<file path="src/hdl/crc16fp_pkg.sv">
`timescale 1ns / 1ps
// shared types, constants and the crc byte update for the framed packet parser
// no dependencies

package crc16fp_pkg;

  localparam int MAX_PAYLOAD = 32;
  localparam int PTR_W       = (MAX_PAYLOAD > 1) ? $clog2(MAX_PAYLOAD) : 1;
  localparam int CNT_W       = $clog2(MAX_PAYLOAD + 1);

  localparam logic [15:0] CRC_POLY = 16'h1021;
  localparam logic [15:0] CRC_INIT = 16'hFFFF;
  localparam logic [15:0] CRC_MSB  = 16'h8000;

  localparam int CFG_IDX_W  = 2;
  localparam int CFG_DATA_W = 8;

  localparam logic [CFG_IDX_W-1:0] REG_START_BYTE = 2'd0;
  localparam logic [CFG_IDX_W-1:0] REG_EXP_VER    = 2'd1;
  localparam logic [CFG_IDX_W-1:0] REG_LEN_LIMIT  = 2'd2;

  localparam logic [7:0] START_BYTE_RST = 8'hAA;
  localparam logic [7:0] EXP_VER_RST    = 8'h01;
  localparam logic [5:0] LEN_LIMIT_RST  = 6'd32;

  typedef enum logic [1:0] {
    KIND_GOOD        = 2'd0,
    KIND_BAD_VERSION = 2'd1,
    KIND_BAD_LENGTH  = 2'd2,
    KIND_BAD_CRC     = 2'd3
  } kind_t;

  typedef enum logic [3:0] {
    ST_HUNT,
    ST_VERSION,
    ST_TYPE,
    ST_SEQ_L,
    ST_SEQ_H,
    ST_LEN_L,
    ST_LEN_H,
    ST_PAYLOAD,
    ST_CRC_L,
    ST_CRC_H,
    ST_PRIME,
    ST_REPLAY
  } state_t;

  typedef enum logic [3:0] {
    CAP_NONE,
    CAP_START,
    CAP_VERSION,
    CAP_TYPE,
    CAP_SEQ_L,
    CAP_SEQ_H,
    CAP_LEN_L,
    CAP_LEN_H,
    CAP_PAYLOAD,
    CAP_CRC_L
  } capture_t;

  typedef enum logic [2:0] {
    EMIT_NONE,
    EMIT_DATA,
    EMIT_EMPTY,
    EMIT_BAD_VERSION,
    EMIT_BAD_LENGTH,
    EMIT_BAD_CRC
  } emit_t;

  typedef struct packed {
    capture_t capture;
    emit_t    emit;
    logic     replay_start;
    logic     replay_step;
  } cmd_t;

  typedef struct packed {
    logic start_match;
    logic version_bad;
    logic len_bad;
    logic len_zero;
    logic payload_done;
    logic crc_good;
    logic hdr_len_zero;
    logic replay_last;
    logic out_free;
  } status_t;

  // crc-16/ccitt-false, msb first, one byte
  function automatic logic [15:0] crc_step(input logic [15:0] crc_in,
                                           input logic [7:0] b);
    logic [15:0] c;
    c = crc_in ^ {b, 8'h00};
    for (int i = 0; i < 8; i++) begin
      if ((c & CRC_MSB) != 16'h0000) begin
        c = {c[14:0], 1'b0} ^ CRC_POLY;
      end else begin
        c = {c[14:0], 1'b0};
      end
    end
    return c;
  endfunction

endpackage

</file>
<file path="src/hdl/crc16fp_ifs.sv">
`timescale 1ns / 1ps
// valid/ready channel interfaces: received bytes, results, register writes
// no dependencies

interface crc16fp_rx_if;
  logic       valid;
  logic       ready;
  logic [7:0] rx_byte;
  modport source (output valid, output rx_byte, input ready);
  modport sink (input valid, input rx_byte, output ready);
endinterface

interface crc16fp_res_if;
  logic        valid;
  logic        ready;
  logic [1:0]  kind;
  logic [7:0]  pkt_type;
  logic [15:0] seq_number;
  logic [15:0] pkt_len;
  logic [7:0]  error_detail;
  logic [7:0]  data_byte;
  logic        data_valid;
  logic        last;
  modport source (output valid, output kind, output pkt_type, output seq_number,
                  output pkt_len, output error_detail, output data_byte,
                  output data_valid, output last, input ready);
  modport sink (input valid, input kind, input pkt_type, input seq_number,
                input pkt_len, input error_detail, input data_byte,
                input data_valid, input last, output ready);
endinterface

interface crc16fp_cfg_if;
  logic       valid;
  logic       ready;
  logic [1:0] index;
  logic [7:0] data;
  modport source (output valid, output index, output data, input ready);
  modport sink (input valid, input index, input data, output ready);
endinterface

</file>
<file path="src/hdl/crc16fp_ctrl.sv">
`timescale 1ns / 1ps
// frame parser controller: phase state machine issuing datapath commands
// depends on crc16fp_pkg

module crc16fp_ctrl
  import crc16fp_pkg::*;
(
  input  logic    clk,
  input  logic    rst,
  input  logic    in_valid,
  output logic    in_ready,
  input  status_t status,
  output cmd_t    cmd
);

  state_t state;
  state_t state_next;
  logic   take;

  always_ff @(posedge clk) begin
    if (rst) begin
      state <= ST_HUNT;
    end else begin
      state <= state_next;
    end
  end

  always_comb begin
    state_next       = state;
    cmd.capture      = CAP_NONE;
    cmd.emit         = EMIT_NONE;
    cmd.replay_start = 1'b0;
    cmd.replay_step  = 1'b0;
    in_ready         = 1'b1;
    take             = 1'b0;
    unique case (state) inside
      ST_LEN_H, ST_CRC_H: in_ready = status.out_free;
      ST_PRIME, ST_REPLAY: in_ready = 1'b0;
      default: in_ready = 1'b1;
    endcase
    take = in_valid && in_ready;
    unique case (state)
      ST_HUNT: begin
        if (take && status.start_match) begin
          cmd.capture = CAP_START;
          state_next  = ST_VERSION;
        end
      end
      ST_VERSION: begin
        if (take) begin
          cmd.capture = CAP_VERSION;
          state_next  = ST_TYPE;
        end
      end
      ST_TYPE: begin
        if (take) begin
          cmd.capture = CAP_TYPE;
          state_next  = ST_SEQ_L;
        end
      end
      ST_SEQ_L: begin
        if (take) begin
          cmd.capture = CAP_SEQ_L;
          state_next  = ST_SEQ_H;
        end
      end
      ST_SEQ_H: begin
        if (take) begin
          cmd.capture = CAP_SEQ_H;
          state_next  = ST_LEN_L;
        end
      end
      ST_LEN_L: begin
        if (take) begin
          cmd.capture = CAP_LEN_L;
          state_next  = ST_LEN_H;
        end
      end
      ST_LEN_H: begin
        if (take) begin
          cmd.capture = CAP_LEN_H;
          if (status.version_bad) begin
            cmd.emit   = EMIT_BAD_VERSION;
            state_next = ST_HUNT;
          end else if (status.len_bad) begin
            cmd.emit   = EMIT_BAD_LENGTH;
            state_next = ST_HUNT;
          end else if (status.len_zero) begin
            state_next = ST_CRC_L;
          end else begin
            state_next = ST_PAYLOAD;
          end
        end
      end
      ST_PAYLOAD: begin
        if (take) begin
          cmd.capture = CAP_PAYLOAD;
          if (status.payload_done) begin
            state_next = ST_CRC_L;
          end
        end
      end
      ST_CRC_L: begin
        if (take) begin
          cmd.capture = CAP_CRC_L;
          state_next  = ST_CRC_H;
        end
      end
      ST_CRC_H: begin
        if (take) begin
          if (!status.crc_good) begin
            cmd.emit   = EMIT_BAD_CRC;
            state_next = ST_HUNT;
          end else if (status.hdr_len_zero) begin
            cmd.emit   = EMIT_EMPTY;
            state_next = ST_HUNT;
          end else begin
            cmd.replay_start = 1'b1;
            state_next       = ST_PRIME;
          end
        end
      end
      ST_PRIME: begin
        state_next = ST_REPLAY;
      end
      ST_REPLAY: begin
        if (status.out_free) begin
          cmd.emit        = EMIT_DATA;
          cmd.replay_step = 1'b1;
          if (status.replay_last) begin
            state_next = ST_HUNT;
          end
        end
      end
      default: begin
        state_next = ST_HUNT;
      end
    endcase
  end

endmodule

</file>
<file path="src/hdl/crc16fp_dp.sv">
`timescale 1ns / 1ps
// frame parser datapath: config registers, header fields, crc, payload
// buffer and the result register; depends on crc16fp_pkg and crc16fp_ifs

module crc16fp_dp
  import crc16fp_pkg::*;
(
  input  logic       clk,
  input  logic       rst,
  input  logic [7:0] rx_byte,
  input  cmd_t       cmd,
  output status_t    status,
  crc16fp_cfg_if.sink  cfg,
  crc16fp_res_if.source res
);

  // configuration
  logic [7:0] start_byte;
  logic [7:0] expected_version;
  logic [5:0] length_limit;

  // frame fields
  logic [7:0]       frame_version;
  logic [7:0]       frame_type;
  logic [15:0]      frame_seq;
  logic [15:0]      hdr_len;
  logic [CNT_W-1:0] payload_count;
  logic [15:0]      running_crc;
  logic [7:0]       received_crc_low;

  // payload buffer with registered read
  logic [7:0]       payload_store [MAX_PAYLOAD];
  logic [7:0]       rd_data;
  logic [CNT_W-1:0] rd_ptr;
  logic [CNT_W-1:0] rd_addr;

  // result register
  logic        out_valid;
  kind_t       out_kind;
  logic [7:0]  out_type;
  logic [15:0] out_seq;
  logic [15:0] out_len;
  logic [7:0]  out_detail;
  logic [7:0]  out_data;
  logic        out_data_valid;
  logic        out_last;

  logic [15:0] len_full;
  logic [15:0] limit;
  logic [15:0] crc_in;

  assign cfg.ready = 1'b1;

  always_ff @(posedge clk) begin
    if (rst) begin
      start_byte       <= START_BYTE_RST;
      expected_version <= EXP_VER_RST;
      length_limit     <= LEN_LIMIT_RST;
    end else if (cfg.valid) begin
      unique case (cfg.index)
        REG_START_BYTE: start_byte       <= cfg.data;
        REG_EXP_VER:    expected_version <= cfg.data;
        REG_LEN_LIMIT:  length_limit     <= cfg.data[5:0];
        default: ;
      endcase
    end
  end

  assign len_full = {rx_byte, hdr_len[7:0]};
  assign limit = (16'(length_limit) > 16'(MAX_PAYLOAD)) ? 16'(MAX_PAYLOAD)
                                                         : 16'(length_limit);
  assign crc_in = (cmd.capture == CAP_VERSION) ? CRC_INIT : running_crc;

  always_comb begin
    status.start_match    = (rx_byte == start_byte);
    status.version_bad    = (frame_version != expected_version);
    status.len_bad        = (len_full > limit);
    status.len_zero       = (len_full == 16'd0);
    status.payload_done   = ((16'(payload_count) + 16'd1) >= hdr_len);
    status.crc_good       = ({rx_byte, received_crc_low} == running_crc);
    status.hdr_len_zero   = (hdr_len == 16'd0);
    status.replay_last    = ((16'(rd_ptr) + 16'd1) == hdr_len);
    status.out_free       = !out_valid || res.ready;
  end

  always_ff @(posedge clk) begin
    if (rst) begin
      frame_version    <= '0;
      frame_type       <= '0;
      frame_seq        <= '0;
      hdr_len          <= '0;
      payload_count    <= '0;
      running_crc      <= CRC_INIT;
      received_crc_low <= '0;
    end else begin
      case (cmd.capture)
        CAP_START: begin
          payload_count <= '0;
          running_crc   <= CRC_INIT;
        end
        CAP_VERSION: frame_version <= rx_byte;
        CAP_TYPE:    frame_type    <= rx_byte;
        CAP_SEQ_L:   frame_seq     <= {8'h00, rx_byte};
        CAP_SEQ_H:   frame_seq     <= {rx_byte, frame_seq[7:0]};
        CAP_LEN_L:   hdr_len       <= {8'h00, rx_byte};
        CAP_LEN_H:   hdr_len       <= len_full;
        CAP_PAYLOAD: payload_count <= payload_count + CNT_W'(1);
        CAP_CRC_L:   received_crc_low <= rx_byte;
        default: ;
      endcase
      case (cmd.capture) inside
        CAP_VERSION, CAP_TYPE, CAP_SEQ_L, CAP_SEQ_H, CAP_LEN_L, CAP_LEN_H,
        CAP_PAYLOAD: running_crc <= crc_step(crc_in, rx_byte);
        default: ;
      endcase
    end
  end

  // write during payload, read while replaying; never both
  assign rd_addr = cmd.replay_step ? rd_ptr + CNT_W'(1) : rd_ptr;

  always_ff @(posedge clk) begin
    if (cmd.capture == CAP_PAYLOAD) begin
      payload_store[payload_count[PTR_W-1:0]] <= rx_byte;
    end
    rd_data <= payload_store[rd_addr[PTR_W-1:0]];
  end

  always_ff @(posedge clk) begin
    if (rst) begin
      rd_ptr <= '0;
    end else if (cmd.replay_start) begin
      rd_ptr <= '0;
    end else if (cmd.replay_step) begin
      rd_ptr <= rd_ptr + CNT_W'(1);
    end
  end

  always_ff @(posedge clk) begin
    if (rst) begin
      out_valid <= 1'b0;
    end else if (cmd.emit != EMIT_NONE) begin
      out_valid <= 1'b1;
    end else if (res.ready) begin
      out_valid <= 1'b0;
    end
  end

  always_ff @(posedge clk) begin
    if (cmd.emit != EMIT_NONE) begin
      out_type       <= frame_type;
      out_seq        <= frame_seq;
      out_len        <= (cmd.capture == CAP_LEN_H) ? len_full : hdr_len;
      out_kind       <= KIND_GOOD;
      out_detail     <= 8'h00;
      out_data       <= 8'h00;
      out_data_valid <= 1'b0;
      out_last       <= 1'b1;
      case (cmd.emit)
        EMIT_DATA: begin
          out_data       <= rd_data;
          out_data_valid <= 1'b1;
          out_last       <= status.replay_last;
        end
        EMIT_BAD_VERSION: begin
          out_kind   <= KIND_BAD_VERSION;
          out_detail <= frame_version;
        end
        EMIT_BAD_LENGTH: begin
          out_kind   <= KIND_BAD_LENGTH;
          out_detail <= hdr_len[7:0];
        end
        EMIT_BAD_CRC: out_kind <= KIND_BAD_CRC;
        default: ;
      endcase
    end
  end

  assign res.valid        = out_valid;
  assign res.kind         = out_kind;
  assign res.pkt_type     = out_type;
  assign res.seq_number   = out_seq;
  assign res.pkt_len      = out_len;
  assign res.error_detail = out_detail;
  assign res.data_byte    = out_data;
  assign res.data_valid   = out_data_valid;
  assign res.last         = out_last;

endmodule

</file>
<file path="src/hdl/crc16_frame_parser.sv">
`timescale 1ns / 1ps
// top level of the start-byte framed packet parser with crc-16/ccitt-false
// depends on crc16fp_pkg, crc16fp_ifs, crc16fp_ctrl, crc16fp_dp
//
//  channel  role    carries
//  -------  ------  ----------------------------------------------------------
//  rx       sink    one received byte per transaction
//  res      source  one result per transaction (verdict, header, payload byte)
//  cfg      sink    register write: 0 start byte, 1 version, 2 length limit
//
// one byte per cycle while parsing; the high length byte and the high crc
// byte wait only while the result register is still occupied
// a good frame replays its payload from the buffer: a prime state, then one
// result per cycle as res takes them
// rx is held off during replay; synchronous active-high rst returns to hunt
// the cfg channel is always ready; writes take effect on the next cycle

module crc16_frame_parser
  import crc16fp_pkg::*;
(
  input logic           clk,
  input logic           rst,
  crc16fp_rx_if.sink    rx,
  crc16fp_res_if.source res,
  crc16fp_cfg_if.sink   cfg
);

  cmd_t    cmd;
  status_t status;
  logic    in_ready;

  // phase sequencing and result scheduling
  crc16fp_ctrl u_ctrl (
    .clk      (clk),
    .rst      (rst),
    .in_valid (rx.valid),
    .in_ready (in_ready),
    .status   (status),
    .cmd      (cmd)
  );

  assign rx.ready = in_ready;

  // fields, crc, payload buffer and result register
  crc16fp_dp u_dp (
    .clk     (clk),
    .rst     (rst),
    .rx_byte (rx.rx_byte),
    .cmd     (cmd),
    .status  (status),
    .cfg     (cfg),
    .res     (res)
  );

endmodule
</file>
<file path="src/flat_wrapper.sv">
// flat-port wrapper written by rule: the top's interface ports become plain ports
module crc16_frame_parser_flat import crc16fp_pkg::*;
  (clk, rst, rx_valid, rx_rx_byte, rx_ready, res_valid, res_kind, res_pkt_type, res_seq_number, res_pkt_len, res_error_detail, res_data_byte, res_data_valid, res_last, res_ready, cfg_valid, cfg_index, cfg_data, cfg_ready);
  crc16fp_rx_if rx_i ();
  crc16fp_res_if res_i ();
  crc16fp_cfg_if cfg_i ();
  input logic clk;
  input logic rst;
  input wire logic [$bits(rx_i.valid)-1:0] rx_valid;
  input wire logic [$bits(rx_i.rx_byte)-1:0] rx_rx_byte;
  output wire logic [$bits(rx_i.ready)-1:0] rx_ready;
  output wire logic [$bits(res_i.valid)-1:0] res_valid;
  output wire logic [$bits(res_i.kind)-1:0] res_kind;
  output wire logic [$bits(res_i.pkt_type)-1:0] res_pkt_type;
  output wire logic [$bits(res_i.seq_number)-1:0] res_seq_number;
  output wire logic [$bits(res_i.pkt_len)-1:0] res_pkt_len;
  output wire logic [$bits(res_i.error_detail)-1:0] res_error_detail;
  output wire logic [$bits(res_i.data_byte)-1:0] res_data_byte;
  output wire logic [$bits(res_i.data_valid)-1:0] res_data_valid;
  output wire logic [$bits(res_i.last)-1:0] res_last;
  input wire logic [$bits(res_i.ready)-1:0] res_ready;
  input wire logic [$bits(cfg_i.valid)-1:0] cfg_valid;
  input wire logic [$bits(cfg_i.index)-1:0] cfg_index;
  input wire logic [$bits(cfg_i.data)-1:0] cfg_data;
  output wire logic [$bits(cfg_i.ready)-1:0] cfg_ready;
  assign rx_i.valid = rx_valid;
  assign rx_i.rx_byte = rx_rx_byte;
  assign rx_ready = rx_i.ready;
  assign res_valid = res_i.valid;
  assign res_kind = res_i.kind;
  assign res_pkt_type = res_i.pkt_type;
  assign res_seq_number = res_i.seq_number;
  assign res_pkt_len = res_i.pkt_len;
  assign res_error_detail = res_i.error_detail;
  assign res_data_byte = res_i.data_byte;
  assign res_data_valid = res_i.data_valid;
  assign res_last = res_i.last;
  assign res_i.ready = res_ready;
  assign cfg_i.valid = cfg_valid;
  assign cfg_i.index = cfg_index;
  assign cfg_i.data = cfg_data;
  assign cfg_ready = cfg_i.ready;
  crc16_frame_parser u_core (.clk(clk), .rst(rst), .rx(rx_i), .res(res_i), .cfg(cfg_i));
endmodule
</file>
<file path="config.mk">
export PLATFORM = sky130hd
export DESIGN_NAME = crc16_frame_parser_flat
export DESIGN_NICKNAME = d
export VERILOG_FILES = /design/src/hdl/crc16fp_pkg.sv /design/src/hdl/crc16fp_ifs.sv /design/src/hdl/crc16fp_ctrl.sv /design/src/hdl/crc16fp_dp.sv /design/src/hdl/crc16_frame_parser.sv /design/src/flat_wrapper.sv
export SDC_FILE = /design/constraint.sdc
export NUM_CORES = 1
export LEC_CHECK = 0
export BUFFER_PORTS_ARGS = -buffer_cell sky130_fd_sc_hd__buf_4
export CELL_PAD_IN_SITES_DETAIL_PLACEMENT = 1
export CELL_PAD_IN_SITES_GLOBAL_PLACEMENT = 1
export CORE_MARGIN = 2
export CORE_UTILIZATION = 40
export DETAILED_ROUTE_END_ITERATION = 16
export MAX_ROUTING_LAYER = met4
export PLACE_DENSITY = 0.71
export SYNTH_ARGS = -nofsm -noshare
export SYNTH_HDL_FRONTEND = slang
export SYNTH_SLANG_ARGS = --single-unit
export TNS_END_PERCENT = 50
</file>
<file path="constraint.sdc">
create_clock -name clk -period 10.21 [get_ports clk]
set_clock_uncertainty 0.2 [all_clocks]
set_input_delay 0.5105 -clock clk [delete_from_list [all_inputs] [get_ports clk]]
set_output_delay 0.5105 -clock clk [all_outputs]
set_load 0.01 [all_outputs]
</file>
; ---- After elaboration in Yosys (flattened, before gate mapping)
; Memory sizes are Yosys's and may differ from the RTL's. A register that Yosys moved wholly into a read port is not among the register bits.
; Cells that the tools add are included.
[totals]
reg_bits = 171
ram_bits = 256
inputBits = 23
output_inout_bits = 63
word_cells = 190
mem_count = 1
[memory_table]
columns = memory, depth, width, read_ports, rd_clocked_by_memory_dff, wr, line_no
row1 = u_core.u_dp.payload_store, 32, 8, 1, 1, 1, crc16fp_dp.sv:32  ; logic [7:0] payload_store [MAX_PAYLOAD];
[op_classes]
n_addsub = 4
magnitude_cmp = 3
n_eq_ne = 43
mux = 80
n_bitwise = 11
n_reduce_logical = 24
[op_table]
columns = op, count
row1 = $mux W16, 18
row2 = $mux W13, 8
row3 = $mux W4, 21
row4 = $pmux W16 S2, 2
row5 = $pmux W4 S12, 1
row6 = $pmux W4 S9, 1
row7 = $eq A4 B3 Y1 const B, 8
row8 = $logic_not A16 Y1, 2
row9 = $eq A4 B4 Y1 const B, 6
row10 = $not A3 Y3, 8
row11 = $ne A2 B2 Y1 const B, 11
row12 = $mux W3, 6
row13 = $eq A16 B16 Y1, 1
row14 = $eq A4 B2 Y1 const B, 4
row15 = $eq A7 B16 Y1, 1
row16 = $ge A7 B16 Y1, 1
row17 = $gt A16 B6 Y1, 1
row18 = $pmux W8 S2, 1
row19 = $xor A16 B16 Y16, 1
row20 = $add A6 B1 Y7 const B, 2
row21 = $reduce_and A13 Y1, 1
row22 = $add A6 B1 Y6 const B, 2
row23 = $mux W1, 12
row24 = $mux W6, 2
row25 = other kinds (27), 44

; ---- Logic depth before layout (Yosys ltp)
[logic_depth]
depth_word = 41
depth_mapped = 11
ltp_nobuf = 11

; ---- Modules after synthesis
; A second synthesis with hierarchy kept.
[hier_totals]
hier_cells = 1413
area_unflattened_um2 = 19905.3
[by_module_without_submodules]
columns = mod, n_inst, cells_per_inst, area_each_um2
row1 = crc16fp_dp, 1, 1338, 19342.3
row2 = crc16fp_ctrl, 1, 75, 563.0

; ---- Least setup slack after synthesis
; No wires, ideal clock.
[synth_path]
kind = register to register
start = reg u_core.u_ctrl.state[0]
end = reg u_core.u_dp.out_data[0], in the netlist u_core.u_dp.res.data_byte[0], enable pin
arrival_ns = 3.042
t_required_ns = 9.592
setup_slack_ns = 6.550
stages_incl_launch_ff = 10
path_cell_list = dfxtp_1 > clkbuf_1 > and3b_1 > o21ai_1 > and3_1 > and4_1 > buf_2 > nor2b_1 > clkbuf_1 > a2111o_1
[synth_via]
elab_chain_cells = 7
[synth_rtl]
columns = item, line_no
row1 = "start, declared", crc16fp_ctrl.sv:16  ; state_t state;
row2 = "start signal, assigned", crc16fp_ctrl.sv:24  ; state <= state_next;
row3 = $eq A4 B4 Y1 (tied with other cells), --
row4 = $reduce_or A2 Y1, crc16fp_ctrl.sv:36  ; unique case (state) inside
row5 = $pmux W1 S2, crc16fp_ctrl.sv:36
row6 = $logic_and A1 B1 Y1, crc16fp_ctrl.sv:41  ; take = in_valid && in_ready;
row7 = $mux W4 / $mux W6 (equally long branches), "crc16fp_ctrl.sv:110, crc16fp_ctrl.sv:80"
row8 = $pmux W3 S3 (*), crc16fp_ctrl.sv:42  ; unique case (state)
row9 = $reduce_bool A3 Y1 (*), crc16fp_dp.sv:150  ; if (cmd.emit != EMIT_NONE) begin
row10 = "end signal, assigned", crc16fp_dp.sv:161  ; out_data <= rd_data;
row11 = "end, declared", crc16fp_dp.sv:44  ; logic [7:0] out_data;
; Every way passes the cells marked *; elsewhere a longest branch is shown, timed or not.
; A chain may end at the register's enable or synchronous reset.

; ---- Final worst setup path
[layout_path]
start = reg u_core.u_ctrl.state[0]
end = reg u_core.u_dp.rd_data[5] (read register of u_core.u_dp.payload_store)
[layout_via]
elab_chain_cells = 3
[layout_rtl]
columns = item, line_no
row1 = $eq A4 B4 Y1, crc16fp_ctrl.sv:42
row2 = $mux W1, crc16fp_ctrl.sv:42
row3 = $mux W5, --
row4 = "end, declared", crc16fp_dp.sv:33  ; logic [7:0] rd_data;
; Every way passes these cells.

==> impl_metrics.yaml <==
synthesis:
  synth_area_sq_um: 18500
  post_synth_num_cell_types: 73
  synth_enable_flop_cells: 316
  dominantRegCellSynth: "edfxtp_1"
  synthesis.yosys.warnings: 0
  synth_compound_area_frac: 0.0984
  ys_seq_elements: 435
  synthesis.instances: 1492
  syn_nets: 1533
  post_synthesis_xor_xnor_area_fraction: 0.0380
  async_reset_ff_frac: 0
  synth.mux.area_fraction: 0.0667
  dominant_combinational_cell_family_by_area_after_synthesis: "simple AND/OR/NAND/NOR gates"
  post_synth_fa_ha_maj_area_fraction: 0.0122
  synth.avg_cell_area_sq_um: 12.4
  ys_seq_area_frac: 0.643
  area_fraction_in_and_or_nand_and_nor_cells_after_synthesis: 0.117
place:
  finalWeightedCongestion: 0.842
  dp_cells: 2100
  count_of_buffers_from_port_buffering: 84
  dpl.hpwl_mm: 33.7
power_and_ir_drop:
  worst_ir_drop_on_vdd_v: 0.000149
  leak_pwr_nw: 7.27
  power_per_cell_area_nw_per_um2: 173
floorplan:
  top_level_ports: 86
  placement_rows: 78
  starting_utilization_of_the_core_area: 0.406
  fp.coreArea_sq_um: 45500
  overall_die_height_microns: 219
  die_x_microns: 219
  die_area_sq_um: 47900
clock_network:
  post_cts_resize_count: 0
  holdBufCountCts: 8
  clk_latency_ps: 600
  clock_h_tree_levels: 2
  cts_setup_buffers: 0
  cts_tree: "done"
  clk_transition_reported_paths_ps: 60
  clock_path_buffers: 3
  ctsRootBufferMaster: "clkbuf_16"
  clock_sinks: 435
  cts_made_buffers: 46
worst_setup_path:
  critPathTopFamily: "simple AND/OR/NAND/NOR gates"
  timing.critical_path.cells: "and4b_1 -> nand3_1 -> nand2_4 -> buf_4 -> mux2i_1 -> a221oi_1 -> a221oi_1 -> a31oi_1"
  setup.worst_path.start: "u_core.u_ctrl.state[0]"
  crit_path_top_delay_cell: "buf_4"
  timing.critical_path.from_type: "flip-flop"
  setup.worst_path.end_class: "flip-flop"
  crit_top_cell: "a221oi_1"
  worst_ep_required_time_ps: 10420
  critical_path_depth: 8
  buf_inv_on_cp: 1
  timing.rr.start: "u_core.u_ctrl.state[0]"
  critical_path.max_stage_delay_ps: 840
  classification_of_the_worst_setup_path: "reg2reg"
  crit_end: "u_core.u_dp.rd_data[5]"
  worst-path-max-fanout: 68
  cp.arrival_ps: 5150
  capturing_point_of_the_worst_reg2reg_path: "u_core.u_dp.rd_data[5]"
  worst-r2r-cell-count: 8
  setup_slack_on_the_worst_flop_to_flop_path_ps: 5280
sta:
  final_max_slew_viols: 0
  tightestPinTransition_ps: 1180
  timing.setup.tns_ps: 0
  max-slew-margin-rel: 0.190
  min_period_ps: 4930
  rsz0062_at_grt: "no"
  hold_viol: 0
  post_route_clock_period_utilization: 0.483
  fmax_ghz: 0.203
  setup_viol: 0
detailed_routing:
  post_drt_wl_per_cell_microns: 24.6
  detail_route.wirelength_mm: 53.9
  drc_violation_count_after_routing: 0
  dr_pass1_iterations: 5
  via_count: 12562
  vias_per_cell: 5.73
  detail_route.iter0.violations: 975
  detail-route-antenna-nets: 0
global_routing:
  overall_fraction_of_global_route_tracks_in_use: 0.234
  grt_max_degree: 84
  grt_first_pass_wirelength_mm: 81.6
  grt_pass1_vias: 13069
  grt_overflow: 0
  busiest_layer: "met2"
  grt_antenna_before_repair: 1
  grt_use_met3: 0.0394
  met2_usage: 0.375
  globalRouteMet1Util: 0.302
final_layout:
  final_net_count: 1597
  final_cells: 2191
  num_antenna_cells: 0
  drive_above_1_share: 0.123
  synthToLayoutAreaGrowth_pct: 15.0
  fill_cells: 4762
hold_path:
  hp-class: "in2reg"
outcome:
  result_of_the_run: "finished, final reports clean"
run:
  max_cap_violations: 0
routing by layer:
| metal | up-vias | part of all wire |
|---|---|---|
| met5 | - | 0 |
| met4 | 0 | 0.031 |
| met3 | 101 | 0.054 |
| met2 | 376 | 0.48 |
| met1 | 6416 | 0.43 |
| li1 | 5669 | - |
synthesized netlist by cell type, types with 3 or more instances:
cell type,instances,area [sq um]
xnor2_1,70,613
mux2_2,12,135
nand2_1,140,526
o211ai_1,9,67.6
a21oi_1,58,290
o21ai_1,4,20.0
or3_1,4,25.0
a31oi_1,9,56.3
a221o_1,8,80.1
mux2i_1,105,1050
ha_1,18,225
a32oi_1,21,184
or4_1,5,37.5
buf_1,7,26.3
nand2b_1,8,50.1
dfxtp_1,119,2380
nor2b_1,17,106
a211oi_1,16,120
nand3b_1,5,37.5
a221oi_1,22,193
o21ai_0,35,175
edfxtp_1,316,9490
buf_4,4,30.0
nand4b_1,3,26.3
inv_1,15,56.3
a22oi_1,21,158
nand3_1,34,170
a22o_1,8,70.1
a2111oi_0,7,61.3
and2_1,11,68.8
o22ai_1,6,37.5
mux2_1,4,45.0
nor2_1,172,646
buf_2,20,100
o21a_1,6,45.0
nor4_1,5,31.3
a21o_1,5,37.5
and3_1,21,131
clkbuf_1,63,236
xor2_1,10,87.6
nor3_1,10,50.1
nand4_1,17,106
worst min-delay path by stage:
stage,startpoint,to,slack [ps],cells after the start
finish,rx_rx_byte[0],u_core.u_dp.frame_version[0],120,3
global route,rx_rx_byte[0],u_core.u_dp.payload_store[18][0],90,1
CTS,rx_rx_byte[0],u_core.u_dp.frame_version[0],80,3
detailed placement,u_core.u_dp.frame_seq[5],u_core.u_dp.res.seq_number[5],220,0
global placement,u_core.u_dp.frame_type[7],u_core.u_dp.res.pkt_type[7],210,0
floorplan,u_core.u_dp.frame_type[0],u_core.u_dp.res.pkt_type[0],210,0
registers in the layout, summed over array words and instances, names as in the netlist, 8 cells and up:
register                      count
u_core.u_dp.res.error_detail      8
u_core.u_dp.frame_type            8
u_core.u_dp.frame_version         8
u_core.u_dp.res.pkt_len          16
u_core.u_dp.start_byte            8
u_core.u_dp.running_crc          16
u_core.u_dp.received_crc_low      8
u_core.u_dp.expected_version      8
u_core.u_dp.frame_seq            16
u_core.u_dp.hdr_len              16
u_core.u_dp.payload_store       256
u_core.u_dp.rd_data               8
u_core.u_dp.res.pkt_type          8
u_core.u_dp.res.data_byte         8
u_core.u_dp.res.seq_number       16
tightest hold or removal path: stages:
cell	delay [ps]
buf_4	190
nand2_1	90
a21oi_1	50
placed cells by master (no fill, tap or decap), types with 17 or more instances in the layout:
cell type,instances
a21oi_1,58
a221oi_1,22
a22oi_1,21
a32oi_1,21
and3_1,21
buf_4,102
clkbuf_16,47
dfxtp_1,119
edfxtp_1,316
ha_1,18
mux2i_1,105
nand2_1,139
nand3_1,34
nand4_1,17
nor2_1,171
nor2b_1,17
o21ai_0,35
xnor2_1,69
per-stage QoR:
| stage | total power [W] | hold slack [ps] | utilization | worst slack (ps) | instance area, sq um |
|---|---|---|---|---|---|
| floorplan | 0.00197 | 208 | - | 6550 | 18500 |
| global placement | 0.00201 | 213 | 0.432 | 5700 | 19600 |
| detailed placement | 0.00201 | 217 | 0.432 | 5450 | 19600 |
| CTS | 0.00371 | 80.6 | 0.467 | 5390 | 21200 |
| global route | 0.00378 | 90.7 | 0.467 | 4980 | 21200 |
| finish | 0.00368 | 116 | 0.467 | 5280 | 21200 |
power by group:
group	internal (W)	total [W]	leakage, nW	switching [W]
logic	0.0000238	0.0000808	2.71	0.0000570
clock network	0.000994	0.00170	0.741	0.000709
registers	0.00189	0.00189	3.82	0.00000240
logic make-up after synthesis:
logic type,Yosys count
DFF,435
other,1
buffers and inverters,111
and+or+nand+nor,467
adders and majority gates,18
xor gates and xnor gates,80
AOI/OAI and AO/OA,259
muxes,121
final cells by class:
| type | count | area, sq um | share of cell area |
|---|---|---|---|
| Sequential cell | 435 | 11900 | 0.559 |
| Inverter | 17 | 63.8 | 0.00301 |
| Multi-Input combinational cell | 946 | 6180 | 0.291 |
| Clock buffer | 61 | 1260 | 0.0593 |
| Tap cell | 600 | 751 | 0.0354 |
| Timing Repair Buffer | 110 | 846 | 0.0398 |
| Clock inverter | 22 | 254 | 0.0120 |
Power figures use the tool's default switching activity.
